**src/mte_pkg.sv**
```systemverilog
// Shared types and constants for the MSR and time-stamp executor.
package mte_pkg;

    // Instruction kind carried by each input beat
    typedef enum logic [1:0] {
        ACT_RDTSC = 2'd0,
        ACT_RDMSR = 2'd1,
        ACT_WRMSR = 2'd2,
        ACT_OTHER = 2'd3
    } t_action;

    // Completion status of one instruction
    typedef enum logic [1:0] {
        ST_OK        = 2'd0,
        ST_BAD_MSR   = 2'd1,
        ST_BAD_INSTR = 2'd2
    } t_status;

    // Register targeted by a decoded instruction
    typedef enum logic [2:0] {
        SEL_NONE,
        SEL_TSC,
        SEL_SYSENTER,
        SEL_APIC,
        SEL_ZERO
    } t_msr_sel;

    // Decoded control passed from the decoder to the register file
    typedef struct packed {
        t_msr_sel   sel;
        logic [1:0] sys_idx;
        logic       rd;
        logic       wr;
        t_status    status;
    } t_dec;

    localparam logic [31:0] MSR_TSC        = 32'h0000_0010;
    localparam logic [31:0] MSR_APIC_BASE  = 32'h0000_001b;
    localparam logic [31:0] MSR_SYSENTER   = 32'h0000_0174;
    localparam logic [31:0] MSR_SYSENTER_L = 32'h0000_0176;
    localparam logic [31:0] MSR_ZERO_8B    = 32'h0000_008b;
    localparam logic [31:0] MSR_ZERO_250   = 32'h0000_0250;
    localparam logic [31:0] MSR_ZERO_258   = 32'h0000_0258;
    localparam logic [31:0] MSR_ZERO_259   = 32'h0000_0259;
    localparam logic [31:0] MSR_ZERO_BLK   = 32'h0000_0268;

    localparam int          SYSENTER_COUNT  = 3;
    localparam logic [63:0] APIC_BASE_RESET = 64'h0000_0000_FEE0_0900;

endpackage

```
**src/mte_decode.sv**
```systemverilog
// Instruction and MSR index decoder.
module mte_decode (
    input  logic [1:0]  i_action,
    input  logic [31:0] i_msr_index,
    output mte_pkg::t_dec o_dec
);
    import mte_pkg::*;

    t_msr_sel msr_sel;
    logic     is_sys;
    logic     is_zero;

    // Classify the MSR index
    always_comb begin
        is_sys  = (i_msr_index >= MSR_SYSENTER) && (i_msr_index <= MSR_SYSENTER_L);
        is_zero = (i_msr_index == MSR_ZERO_8B) || (i_msr_index == MSR_ZERO_250) ||
                  (i_msr_index == MSR_ZERO_258) || (i_msr_index == MSR_ZERO_259) ||
                  (i_msr_index[31:3] == MSR_ZERO_BLK[31:3]);
        priority if (i_msr_index == MSR_TSC) begin
            msr_sel = SEL_TSC;
        end else if (is_sys) begin
            msr_sel = SEL_SYSENTER;
        end else if (i_msr_index == MSR_APIC_BASE) begin
            msr_sel = SEL_APIC;
        end else if (is_zero) begin
            msr_sel = SEL_ZERO;
        end else begin
            msr_sel = SEL_NONE;
        end
    end

    // Map the instruction onto read, write and status
    always_comb begin
        o_dec.sel     = SEL_NONE;
        o_dec.sys_idx = i_msr_index[1:0];
        o_dec.rd      = 1'b0;
        o_dec.wr      = 1'b0;
        o_dec.status  = ST_OK;
        unique case (t_action'(i_action))
            ACT_RDTSC: begin
                o_dec.sel = SEL_TSC;
                o_dec.rd  = 1'b1;
            end
            ACT_RDMSR: begin
                o_dec.sel = msr_sel;
                if (msr_sel == SEL_NONE) begin
                    o_dec.status = ST_BAD_MSR;
                end else begin
                    o_dec.rd = 1'b1;
                end
            end
            ACT_WRMSR: begin
                if (msr_sel == SEL_NONE || msr_sel == SEL_ZERO) begin
                    o_dec.status = ST_BAD_MSR;
                end else begin
                    o_dec.sel = msr_sel;
                    o_dec.wr  = 1'b1;
                end
            end
            default: begin
                o_dec.status = ST_BAD_INSTR;
            end
        endcase
    end

endmodule

```
**src/mte_msr_file.sv**
```systemverilog
// MSR state: TSC offset, SYSENTER registers and APIC base, with read mux.
module mte_msr_file (
    input  logic          i_clk,
    input  logic          i_rst_n,
    input  mte_pkg::t_dec i_dec,
    input  logic          i_we,
    input  logic [63:0]   i_write_value,
    input  logic [63:0]   i_host_tsc,
    output logic [63:0]   o_read_value
);
    import mte_pkg::*;

    logic [63:0] r_tsc_offset;
    logic [31:0] r_sysenter [SYSENTER_COUNT];
    logic [63:0] r_apic_base;

    logic [63:0] guest_tsc;
    logic [31:0] sys_rd;
    logic [63:0] rd_mux;

    assign guest_tsc = r_tsc_offset + i_host_tsc;

    // Select the SYSENTER register
    always_comb begin
        unique case (i_dec.sys_idx)
            2'd0:    sys_rd = r_sysenter[0];
            2'd1:    sys_rd = r_sysenter[1];
            2'd2:    sys_rd = r_sysenter[2];
            default: sys_rd = '0;
        endcase
    end

    // Select the read value; writes and errors read as zero
    always_comb begin
        unique case (i_dec.sel)
            SEL_TSC:      rd_mux = guest_tsc;
            SEL_SYSENTER: rd_mux = {32'd0, sys_rd};
            SEL_APIC:     rd_mux = r_apic_base;
            default:      rd_mux = '0;
        endcase
        o_read_value = i_dec.rd ? rd_mux : '0;
    end

    // Update the addressed register on a write beat
    always_ff @(posedge i_clk) begin
        if (!i_rst_n) begin
            r_tsc_offset  <= '0;
            r_sysenter[0] <= '0;
            r_sysenter[1] <= '0;
            r_sysenter[2] <= '0;
            r_apic_base   <= APIC_BASE_RESET;
        end else if (i_we && i_dec.wr) begin
            unique case (i_dec.sel)
                SEL_TSC: begin
                    r_tsc_offset <= i_write_value - i_host_tsc;
                end
                SEL_SYSENTER: begin
                    if (i_dec.sys_idx == 2'd0) r_sysenter[0] <= i_write_value[31:0];
                    if (i_dec.sys_idx == 2'd1) r_sysenter[1] <= i_write_value[31:0];
                    if (i_dec.sys_idx == 2'd2) r_sysenter[2] <= i_write_value[31:0];
                end
                SEL_APIC: begin
                    r_apic_base <= i_write_value;
                end
                default: begin
                end
            endcase
        end
    end

endmodule

```
**src/msr_and_timestamp_executor.sv**
```systemverilog
// Top level of the MSR and time-stamp executor: input and result registers.
//
// Usage:
//   Input channel (i_valid / o_ready) carries one RDTSC, RDMSR or WRMSR per
//   beat, with the MSR index, EDX:EAX write value, host TSC, EIP and length.
//   Output channel (o_valid / i_ready) returns one result beat per input
//   beat, in order: read value, value-valid flag, next EIP and status.
//   The beat sits first in the input register, then moves to the result
//   register, from which its result is offered.
//   Throughput: one beat per cycle unless the receiver stalls; decode, the
//   64-bit TSC add or subtract and the register access all sit between the
//   input and result registers.
//   MSR writes take effect at the edge that moves the beat into the result
//   register, so the very next beat already sees the new value.
//   Reset clears the TSC offset and SYSENTER registers, loads the APIC base
//   with its usual value and empties both pipeline registers.
//   When the receiver stalls, the result register holds, the input register
//   fills, and o_ready drops until the result beat is taken.
module msr_and_timestamp_executor (
    input  logic        i_clk,
    input  logic        i_rst_n,
    input  logic        i_valid,
    output logic        o_ready,
    input  logic [1:0]  i_action,
    input  logic [31:0] i_msr_index,
    input  logic [63:0] i_write_value,
    input  logic [63:0] i_host_tsc,
    input  logic [31:0] i_current_eip,
    input  logic [3:0]  i_instruction_length,
    output logic        o_valid,
    input  logic        i_ready,
    output logic [63:0] o_read_value,
    output logic        o_value_valid,
    output logic [31:0] o_next_eip,
    output logic [1:0]  o_status
);
    import mte_pkg::*;

    // Input register
    logic        r_in_valid;
    logic [1:0]  r_in_action;
    logic [31:0] r_in_index;
    logic [63:0] r_in_wval;
    logic [63:0] r_in_htsc;
    logic [31:0] r_in_eip;
    logic [3:0]  r_in_len;

    // Result register
    logic        r_out_valid;
    logic [63:0] r_read_value;
    logic        r_value_valid;
    logic [31:0] r_next_eip;
    t_status     r_status;

    t_dec        dec;
    logic [63:0] rd_value;
    logic        advance;
    logic        out_free;
    logic [31:0] n_next_eip;

    assign out_free = !r_out_valid || i_ready;
    assign advance  = r_in_valid && out_free;
    assign o_ready  = !r_in_valid || advance;

    mte_decode u_decode (
        .i_action    (r_in_action),
        .i_msr_index (r_in_index),
        .o_dec       (dec)
    );

    mte_msr_file u_msr_file (
        .i_clk         (i_clk),
        .i_rst_n       (i_rst_n),
        .i_dec         (dec),
        .i_we          (advance),
        .i_write_value (r_in_wval),
        .i_host_tsc    (r_in_htsc),
        .o_read_value  (rd_value)
    );

    // Advance EIP only on success
    assign n_next_eip = (dec.status == ST_OK) ? r_in_eip + {28'd0, r_in_len} : r_in_eip;

    // Capture an input beat whenever the input register is free
    always_ff @(posedge i_clk) begin
        if (!i_rst_n) begin
            r_in_valid <= 1'b0;
        end else if (o_ready) begin
            r_in_valid <= i_valid;
        end
    end

    always_ff @(posedge i_clk) begin
        if (o_ready && i_valid) begin
            r_in_action <= i_action;
            r_in_index  <= i_msr_index;
            r_in_wval   <= i_write_value;
            r_in_htsc   <= i_host_tsc;
            r_in_eip    <= i_current_eip;
            r_in_len    <= i_instruction_length;
        end
    end

    // Load the result register, hold while the receiver stalls
    always_ff @(posedge i_clk) begin
        if (!i_rst_n) begin
            r_out_valid <= 1'b0;
        end else if (out_free) begin
            r_out_valid <= r_in_valid;
        end
    end

    always_ff @(posedge i_clk) begin
        if (advance) begin
            r_read_value  <= rd_value;
            r_value_valid <= dec.rd;
            r_next_eip    <= n_next_eip;
            r_status      <= dec.status;
        end
    end

    assign o_valid       = r_out_valid;
    assign o_read_value  = r_read_value;
    assign o_value_valid = r_value_valid;
    assign o_next_eip    = r_next_eip;
    assign o_status      = r_status;

    // An executed beat always lands in the result register
    a_advance_lands: assert property (@(posedge i_clk) disable iff (!i_rst_n)
        advance |=> r_out_valid)
        else $error("executed beat did not reach the result register");

    // A failed instruction never returns a value
    a_error_no_value: assert property (@(posedge i_clk) disable iff (!i_rst_n)
        (r_out_valid && r_status != ST_OK) |-> (!r_value_valid && r_read_value == 64'd0))
        else $error("error result carries a read value");

    // A blocked input beat stays in the input register
    a_in_hold: assert property (@(posedge i_clk) disable iff (!i_rst_n)
        (r_in_valid && !advance) |=> (r_in_valid && $stable(r_in_eip) && $stable(r_in_index)))
        else $error("blocked input beat was lost");

    // An executed beat without status OK never advances EIP
    a_error_eip: assert property (@(posedge i_clk) disable iff (!i_rst_n)
        (advance && dec.status != ST_OK) |=> (r_next_eip == $past(r_in_eip)))
        else $error("EIP advanced on error");

endmodule
```
**config.mk**
```make
export PLATFORM = sky130hd
export DESIGN_NAME = msr_and_timestamp_executor
export DESIGN_NICKNAME = d
export VERILOG_FILES = /design/src/mte_pkg.sv /design/src/mte_decode.sv /design/src/mte_msr_file.sv /design/src/msr_and_timestamp_executor.sv
export SDC_FILE = /design/constraint.sdc
export NUM_CORES = 1
export LEC_CHECK = 0
export ABC_CLOCK_PERIOD_IN_PS = 18800
export CAP_MARGIN = 10
export CORE_MARGIN = 2
export CORE_UTILIZATION = 58
export DETAILED_ROUTE_END_ITERATION = 8
export DONT_BUFFER_PORTS = 1
export PLACE_DENSITY = 0.85
export SLEW_MARGIN = 0
export SYNTH_ARGS = -nofsm -noshare
export SYNTH_HDL_FRONTEND = slang
export SYNTH_SLANG_ARGS = --single-unit
```
**constraint.sdc**
```tcl
create_clock -name i_clk -period 18.8 [get_ports i_clk]
set_clock_uncertainty 0.05 [all_clocks]
set_input_delay 1.88 -clock i_clk [delete_from_list [all_inputs] [get_ports i_clk]]
set_output_delay 1.88 -clock i_clk [all_outputs]
set_load 0.01 [all_outputs]
```
==> results.json, run 1 <==
{
  "p_sw_uw": 680,
  "gp_congestion": 1.01,
  "syn-num-nets": 2934,
  "hpwl_um": 52200,
  "setup_viol": 0,
  "row_count": 78,
  "slew_violations": 0,
  "tightestPinTransition_ns": 1.17,
  "grt_use_met1_pct": 41.0,
  "placedCellCount": 3104,
  "drt_iter0_markers": 2336,
  "seq_power_share_pct": 49.1,
  "finish.utilization_pct": 64.2,
  "met3_usage_pct": 6.72,
  "cts_tree": "yes",
  "track_usage_pct": 29.9,
  "firstDrtPassIters": 6,
  "ir_drop_mv": 0.105,
  "use_met2_pct": 46.5,
  "ys_seq_elements": 523,
  "syn_to_final_growth_pct": 9.10,
  "fmax_mhz": 227,
  "clock_power_share_pct": 41.9,
  "grt_max_degree": 85,
  "clkLatencyLatePin_ns": 0.64,
  "ant_nets": 0,
  "synth_edf_count": 393,
  "synthTopCellsByCount": "438 x nand2_1, 393 x edfxtp_1, 294 x a21oi_1",
  "numCtsBuffers": 54,
  "syn_area_per_cell_sq_um": 10.3,
  "vias_per_cell": 6.38,
  "io_pins": 303,
  "clkTransAtPathRegs_ns": 0.06,
  "hold_slack_ns": 0.404,
  "syn_inst": 2599,
  "yosysTopAreaCell": "edfxtp_1",
  "h-tree-depth": 2,
  "cts_hold_buf": 0,
  "initial_utilization_pct": 58.8,
  "yosysMostFrequentCell": "nand2_1",
  "cts_resized": 0,
  "slew_headroom_pct": 22.0,
  "yosys-top-cells-area": "edfxtp_1 44%, dfxtp_1 9.7%, nand2_1 6.2%",
  "grt_pass1_wl_um": 110000,
  "ys_async_sr_fraction_pct": 0,
  "ys_seq_area_share_pct": 54.0,
  "final_cells": 3207,
  "cp-start-kind": "flip-flop",
  "clk_root_buffer_cell": "clkbuf_16",
  "die_x_um": 219,
  "post-route-min-period_ns": 4.40,
  "die_h_um": 219,
  "crit_path_end_kind": "flip-flop",
  "finalWirelength_um": 73100,
  "grt_overflow": 0,
  "netlist_area_sq_um": 26700,
  "grt_pass1_vias": 19300,
  "die_area_sq_um": 47800,
  "critical_path_class": "flip-flop to flip-flop",
  "synth_cell_types": 89,
  "antenna_found_initial": 2,
  "cts_setup_buffers": 0,
  "p_per_area_nw_per_um2": 93.5,
  "via_count": 20500,
  "hp-class": "flip-flop to flip-flop",
  "worstPathRequired_ns": 19.22,
  "comb_power_share_pct": 8.9,
  "synth.top_cell.area_share_pct": 44.2,
  "clock_sinks": 523,
  "hold_viol": 0,
  "max_cap_violations": 0,
  "p_sw_share_pct": 25.0,
  "top_usage_layer": "met2",
  "p_int_uw": 2040,
  "drcViolationCount": 0,
  "detail_route.wl_per_cell_um": 22.8,
  "crit_fanout": 39,
  "ys_warn_count": 0,
  "rsz0062_at_grt": "no",
  "power.leakage_uw": 0.0110,
  "timing.final.crit_share_pct": 23.4,
  "worstPathArrival_ns": 4.83,
  "status": "finished, final reports clean",
  "fin_tns_setup_ns": 0,
  "synth_ff_type": "edfxtp_1",
  "clk_path_buf_depth": 3,
  "coreArea_sq_um": 45400,
  "nNetsFinal": 2895,
  "drive_above_1_share_pct": 6.25,
  "portBuffers": 0
}
state kept, by name, indices dropped and copies added, names as in the netlist, 2 cells and up:
name,cells
r_in_eip,32
u_msr_file.r_apic_base,64
o_next_eip,32
o_read_value,64
u_msr_file.r_sysenter,96
r_in_action,2
r_in_htsc,64
r_in_wval,64
r_in_len,4
r_in_index,32
u_msr_file.r_tsc_offset,64
o_status,2
logic make-up after synthesis:
logic type | Yosys count | share of synthesized area, %
simple gates | 852 | 14.6
flops | 523 | 54.0
buf+inv | 225 | 3.29
xor+xnor | 134 | 4.40
compound gates | 694 | 16.0
mux | 38 | 1.45
fa+ha+maj | 133 | 6.32
critical path, cell delays in order (launching register included):
cell	delay, ns
edfxtp_1	0.36
nor4_1	0.40
nand4_1	0.30
nor3_2	0.42
nand2_1	0.08
o21ai_0	0.12
and2_1	0.94
nand2_2	0.87
buf_4	0.50
nand2_1	0.11
a21oi_1	0.07
power by group through the flow:
| stage | Combinational (uW) | Clock, uW | Sequential (uW) |
|---|---|---|---|
| floorplan | 182 | 0 | 1340 |
| finish | 243 | 1140 | 1340 |
| CTS | 238 | 1150 | 1340 |
| detailed placement | 236 | 0 | 1360 |
| global route | 265 | 1200 | 1340 |
| global placement | 229 | 0 | 1360 |
per-stage QoR:
stage	total power, uW	setup slack [ns]	cell area (sq um)
after floorplan	1530	8.56	26700
after global placement	1590	14.37	27200
after detailed placement	1600	14.27	27200
after CTS	2730	14.47	29100
after global routing	2810	14.12	29100
final	2720	14.40	29100
placed cells by master (no fill, tap or decap), types with 38 or more instances in the layout:
| cell type | n |
|---|---|
| and2_1 | 40 |
| ha_1 | 130 |
| a21o_1 | 70 |
| edfxtp_1 | 393 |
| nand3_1 | 69 |
| nand2_1 | 437 |
| clkbuf_16 | 54 |
| inv_1 | 105 |
| nand4_1 | 38 |
| xnor2_1 | 85 |
| xor2_1 | 49 |
| nor2_1 | 121 |
| dfxtp_1 | 130 |
| a21oi_1 | 294 |
| o21ai_0 | 118 |
path summary, 6_finish.rpt:
path	from	endpoint	slack (ns)	depth (start not counted)
setup reg to reg	r_in_index[10]	u_msr_file.r_apic_base[13]	14.40	10
hold / removal	u_msr_file.r_apic_base[62]	u_msr_file.r_apic_base[62]	0.40	2
hold reg to reg	u_msr_file.r_apic_base[62]	u_msr_file.r_apic_base[62]	0.40	2
setup / recovery	r_in_index[10]	u_msr_file.r_apic_base[13]	14.40	10
layout make-up:
cell class | instances | area (sq um)
Clock buffer | 62 | 1420
Antenna cell | 1 | 2.50
Timing Repair Buffer | 22 | 165
Sequential cell | 523 | 14400
Fill cell | 3461 | 16300
Inverter | 108 | 407
Multi-Input combinational cell | 1851 | 11500
Clock inverter | 40 | 493
Tap cell | 600 | 751
routing by layer:
metal / wire (um) / vias to the layer above
li1: - / 9350
met3: 8010 / 187
met1: 29700 / 9663
met4: 2810 / 2
met2: 32600 / 1253
met5: 11 / -
(Power assumes the default switching activity.)
==> run 2: changes to the inputs <==
Settings changed: ABC_CLOCK_PERIOD_IN_PS 18800 to 4000, PLACE_DENSITY 0.85 to 0.87.
Clock period 18.8 ns to 4 ns, I/O delays scaled along.
==> run 2 against run 1 <==
- clock power rose to 4.6 times the previous value
- via count rose by 7.6%
- combinational power rose to 5.7 times the previous value
- first-iteration DRC count rose by 39%
- critical endpoint is now o_read_value[24]
- highest routed layer is now met4
==> results.json, run 2 (synthesis gave the netlist of run 1 again) <==
{
  "fill_cells": 3182,
  "slew_violations": 0,
  "crit_fanout": 3,
  "status": "finished, final reports clean",
  "post-route-min-period_ns": 3.82,
  "drcViolationCount": 0,
  "finalWirelength_um": 81400,
  "track_usage_pct": 33.5,
  "vias_per_cell": 6.41,
  "fmax_mhz": 262,
  "rsz0062_at_grt": "no",
  "regArea_sq_um": 14400,
  "top_register": "u_msr_file.r_sysenter",
  "rr_startpoint": "r_in_htsc[0]",
  "die_area_sq_um": 47800,
  "setup_slack_ns": 0.180,
  "syn_to_final_growth_pct": 18.0,
  "portBuffers": 0,
  "ir_drop_mv": 0.420,
  "clock_sinks": 523,
  "critical_path_class": "flip-flop to flip-flop",
  "final_cell_mix": "436 x nand2_1, 393 x edfxtp_1, 293 x a21oi_1",
  "grt_overflow": 0,
  "rrSetupSlack_ns": 0.18,
  "nNetsFinal": 3122,
  "hp-start": "i_rst_n",
  "clk_path_buf_depth": 3,
  "drive_above_1_share_pct": 6.71,
  "slew_headroom_pct": 24.8,
  "die_h_um": 219,
  "grt_pass1_wl_um": 123000,
  "drt_iter0_markers": 3251,
  "io_pins": 303,
  "die_x_um": 219,
  "h-tree-depth": 2,
  "cp-start-kind": "flip-flop",
  "worstPathRequired_ns": 4.28,
  "detail_route.wl_per_cell_um": 23.7,
  "largest_register_ff_count": 96,
  "tightestPinTransition_ns": 1.13,
  "max_cap_violations": 0,
  "ant_nets": 0,
  "r2r.worst_path.cells": 13,
  "numCtsBuffers": 53,
  "hold_end": "u_msr_file.r_apic_base[31]",
  "cts_tree": "yes",
  "worstPathArrival_ns": 4.10,
  "power.leakage_uw": 0.0120,
  "firstDrtPassIters": 6,
  "clkLatencyLatePin_ns": 0.62,
  "grt_max_degree": 66,
  "hpwl_um": 55700,
  "row_count": 78,
  "coreArea_sq_um": 45400,
  "timing.final.crit_share_pct": 95.5,
  "cts_setup_buffers": 0,
  "via_count": 22000,
  "initial_utilization_pct": 58.8,
  "clkTransAtPathRegs_ns": 0.07,
  "final_common_cell": "nand2_1",
  "antenna_found_initial": 4,
  "gp_congestion": 0.986,
  "clk_root_buffer_cell": "clkbuf_16",
  "hp-class": "input pin to flip-flop",
  "hold_depth": 2,
  "setup_viol": 0,
  "crit_path_end_kind": "flip-flop",
  "place_ws_ns": 0.212,
  "hold_viol": 0,
  "multi_input_area_sq_um": 11500,
  "fin_tns_setup_ns": 0,
  "r2r-end": "o_read_value[24]",
  "grt_pass1_vias": 21300,
  "p_per_area_nw_per_um2": 409
}
==> run 2: cell count changes in the layout (fill, tap and decap cells not counted), moves of 2 or more <==
cell and delta:
buf_4 +13, clkinv_2 -3, clkinv_4 -4, clkinv_1 -2
clkbuf_1 +8, inv_6 -2, diode_2 +3, buf_12 +13
clkinv_8 +2, dlygate4sd3_1 +202
==> run 2: routing by layer <==
layer / GRT usage (%) / vias to the layer above / part of all wire [%]
li1: - / 9814 / -
met1: 46.5 / 10400 / 39
met2: 50.8 / 1561 / 44
met3: 7.95 / 267 / 13
met4: 13.2 / 0 / 4.4
met5: 0 / - / 0
==> run 2: critical path, cell delays in order, from the launching register on <==
cell	delay (ns)
edfxtp_1	0.40
ha_1	0.28
fa_1	0.45
a21oi_2	0.25
o211ai_1	0.15
nand2_1	0.19
a21oi_1	0.12
o31ai_2	0.33
a21oi_1	0.18
a211o_1	0.32
a21oi_1	0.17
xnor2_1	0.11
a221oi_1	0.38
nor3_1	0.13
==> run 2: power breakdown <==
| part | leakage (uW) | total [uW] | internal, uW | switching, uW |
|---|---|---|---|---|
| Combinational | 0.00633 | 1380 | 560 | 816 |
| Sequential | 0.00479 | 6280 | 6080 | 197 |
| Clock | 0.000885 | 5240 | 3050 | 2190 |
==> run 2: worst max path at each step <==
stage / from / to / slack, ns
3_5_place_dp: r_in_htsc[13] / o_read_value[57] / 0.21
4_1_cts: r_in_htsc[13] / o_read_value[57] / 0.19
3_3_place_gp: r_in_htsc[14] / o_read_value[57] / 0.26
6_report: r_in_htsc[0] / o_read_value[24] / 0.18
5_1_grt: r_in_htsc[1] / o_read_value[33] / 0.01
2_1_floorplan: o_valid / u_msr_file.r_sysenter[0][0] / -0.15
==> run 2: metrics by stage <==
| stage | util [%] | area, sq um | total power, uW | cells | hold slack, ns |
|---|---|---|---|---|---|
| 3_3_place_gp | 60.7 | 27600 | 7480 | 3129 | 0.388 |
| 2_1_floorplan | - | 26700 | 7160 | 2599 | 0.379 |
| 3_5_place_dp | 60.7 | 27600 | 7520 | 3129 | 0.393 |
| 4_1_cts | 69.3 | 31400 | 12800 | 3432 | 0.000521 |
| 5_1_grt | 69.4 | 31500 | 13200 | 3436 | 0.0223 |
| 6_report | 69.4 | 31500 | 12900 | 3436 | 0.0336 |
==> run 2: timing repair <==
item	4_1_cts	5_1_grt
hold endpoints to repair	227	0
setup endpoints to repair	0	7
gates resized for setup	0	7
hold buffers	203	0
==> run 2: area by class of cell <==
cell class | count | area share (%)
Antenna cell | 4 | 0.0318
Clock buffer | 71 | 4.65
Clock inverter | 29 | 1.20
Inverter | 108 | 1.29
Multi-Input combinational cell | 1851 | 36.6
Sequential cell | 523 | 45.7
Tap cell | 600 | 2.38
Timing Repair Buffer | 250 | 8.08
==> run 3: changes to the inputs <==
Settings changed: REMOVE_ABC_BUFFERS set to 1.
==> run 3 against run 2 <==
- combinational power hardly changed
- worst setup slack got worse by 0.047 ns
- wire length is 1.2% higher
- sequential share of layout area grew 0.091 points
- die area unchanged
- worst hold slack lost 0.014 ns
- critical path depth is 1 higher
- cell area shrank 0.21%
- total power fell by 1.7%
- first-iteration DRC count fell by 15%
- critical path type unchanged
- largest cell class unchanged
- highest routed layer is now met5
==> results.json, run 3 (synthesis gave the netlist of run 1 again) <==
{
  "final_common_cell": "nand2_1",
  "ir_drop_mv": 0.369,
  "place_ws_ns": 0.120,
  "gp_congestion": 0.957,
  "fmax_mhz": 259,
  "post-route-min-period_ns": 3.87,
  "p_per_area_nw_per_um2": 403,
  "die_h_um": 219,
  "fin_tns_setup_ns": 0,
  "io_pins": 303,
  "numCtsBuffers": 53,
  "timing.final.crit_share_pct": 96.7,
  "setup_viol": 0,
  "p_int_uw": 9440,
  "clkTransAtPathRegs_ns": 0.06,
  "crit_fanout": 4,
  "nNetsFinal": 3135,
  "grt_overflow": 0,
  "hold_depth": 3,
  "drive_above_1_share_pct": 7.07,
  "slew_violations": 0,
  "drcViolationCount": 0,
  "crit_path_end_kind": "flip-flop",
  "p_sw_share_pct": 25.5,
  "initial_utilization_pct": 58.8,
  "h-tree-depth": 2,
  "p_sw_uw": 3230,
  "via_count": 21900,
  "clkLatencyLatePin_ns": 0.62,
  "grt_max_degree": 63,
  "antenna_found_initial": 9,
  "die_area_sq_um": 47800,
  "cts_tree": "yes",
  "slew_headroom_pct": 42.4,
  "r2r.worst_path.cells": 14,
  "max_cap_violations": 0,
  "worstPathRequired_ns": 4.42,
  "hpwl_um": 58100,
  "die_x_um": 219,
  "seq_power_share_pct": 49.5,
  "top_register": "u_msr_file.r_sysenter",
  "cp-start-kind": "flip-flop",
  "firstDrtPassIters": 6,
  "hold_viol": 0,
  "comb_power_share_pct": 11.0,
  "detail_route.wl_per_cell_um": 23.8,
  "status": "finished, final reports clean",
  "setup_slack_ns": 0.133,
  "ant_nets": 0,
  "grt_pass1_wl_um": 123000,
  "vias_per_cell": 6.34,
  "row_count": 78,
  "portBuffers": 0,
  "track_usage_pct": 33.8,
  "clk_path_buf_depth": 3,
  "worstPathArrival_ns": 4.29,
  "clock_sinks": 523,
  "largest_register_ff_count": 96,
  "hp-class": "input pin to flip-flop",
  "final_cell_mix": "437 x nand2_1, 393 x edfxtp_1, 291 x a21oi_1",
  "finalWirelength_um": 82400,
  "tightestPinTransition_ns": 0.863,
  "clock_power_share_pct": 39.5,
  "power.leakage_uw": 0.0120,
  "grt_pass1_vias": 21100,
  "syn_to_final_growth_pct": 17.7,
  "drt_iter0_markers": 2771,
  "critical_path_class": "flip-flop to flip-flop",
  "clk_root_buffer_cell": "clkbuf_16",
  "coreArea_sq_um": 45400,
  "fill_cells": 3317
}
==> run 3: changes by cell type in the layout (fill, tap and decap cells not counted), sizes merged <==
| cell | previous run | this run |
|---|---|---|
| clkinv | 13 | 18 |
| diode | 4 | 9 |
| inv | 111 | 112 |
| clkinvlp | 6 | 4 |
| bufinv | 7 | 3 |
| dlygate4sd3 | 202 | 200 |
| buf | 48 | 63 |
| clkbuf | 71 | 70 |
==> run 3: final cells by class <==
| type | instances | area (sq um) | share of cell area, % |
|---|---|---|---|
| tap | 600 | 751 | 2.39 |
| timing repair buffer | 263 | 2570 | 8.19 |
| sequential | 523 | 14400 | 45.8 |
| clock buffer | 70 | 1460 | 4.65 |
| inverter | 108 | 407 | 1.29 |
| antenna | 9 | 22.5 | 0.0717 |
| multi-input combinational | 1851 | 11500 | 36.7 |
| clock inverter | 29 | 282 | 0.896 |
==> run 3: final timing paths <==
check,from,endpoint,slack (ns)
worst max-delay path,r_in_htsc[1],u_msr_file.r_tsc_offset[61],0.13
worst min register to register,u_msr_file.r_apic_base[2],u_msr_file.r_apic_base[2],0.40
worst max register to register,r_in_htsc[1],u_msr_file.r_tsc_offset[61],0.13
worst min-delay path,i_rst_n,u_msr_file.r_tsc_offset[60],0.02
==> run 3: what timing repair did <==
action / 4_1_cts / 5_1_grt
hold endpoints to repair: 227 / 0
endpoints found under the setup margin: 0 / 13
gates resized for setup: 0 / 9
buffers inserted: 0 / 1
hold buffers: 201 / 0
==> run 3: power by group through the flow <==
stage / logic [uW] / clock network, uW / registers, uW
2_1_floorplan: 824 / 0 / 6330
3_3_place_gp: 1130 / 0 / 6360
3_5_place_dp: 1160 / 0 / 6370
4_1_cts: 1350 / 5030 / 6260
5_1_grt: 1500 / 5240 / 6280
6_report: 1390 / 5010 / 6270
==> run 3: per-layer routing <==
metal	vias to the layer above	GRT usage [%]	share of wire (%)
li1	9851	-	-
met1	10400	46.2	39
met2	1440	52.6	45
met3	222	7.53	11
met4	2	13.2	4.1
met5	-	0	0.016
==> run 3: stage by stage <==
stage,instances,util [%],cell area (sq um),total power [uW],hold slack [ns]
finish,3453,69.3,31400,12700,0.0198
global route,3451,69.2,31400,13000,0.0301
CTS,3443,69.1,31400,12600,0.00529
detailed placement,3143,60.8,27600,7530,0.394
global placement,3143,60.8,27600,7500,0.388
floorplan,2482,-,26200,7160,0.379
==> run 3: worst max-delay path: stages (launching register included) <==
cell       delay, ns
edfxtp_1        0.47
inv_1           0.07
ha_1            0.26
nor2b_1         0.14
o31a_1          0.30
o31ai_1         0.64
o21ai_1         0.33
nand3_1         0.25
a2111oi_2       0.10
buf_4           0.17
o21ai_0         0.14
o21ai_1         0.12
buf_4           0.16
a221oi_1        0.33
o221ai_1        0.18
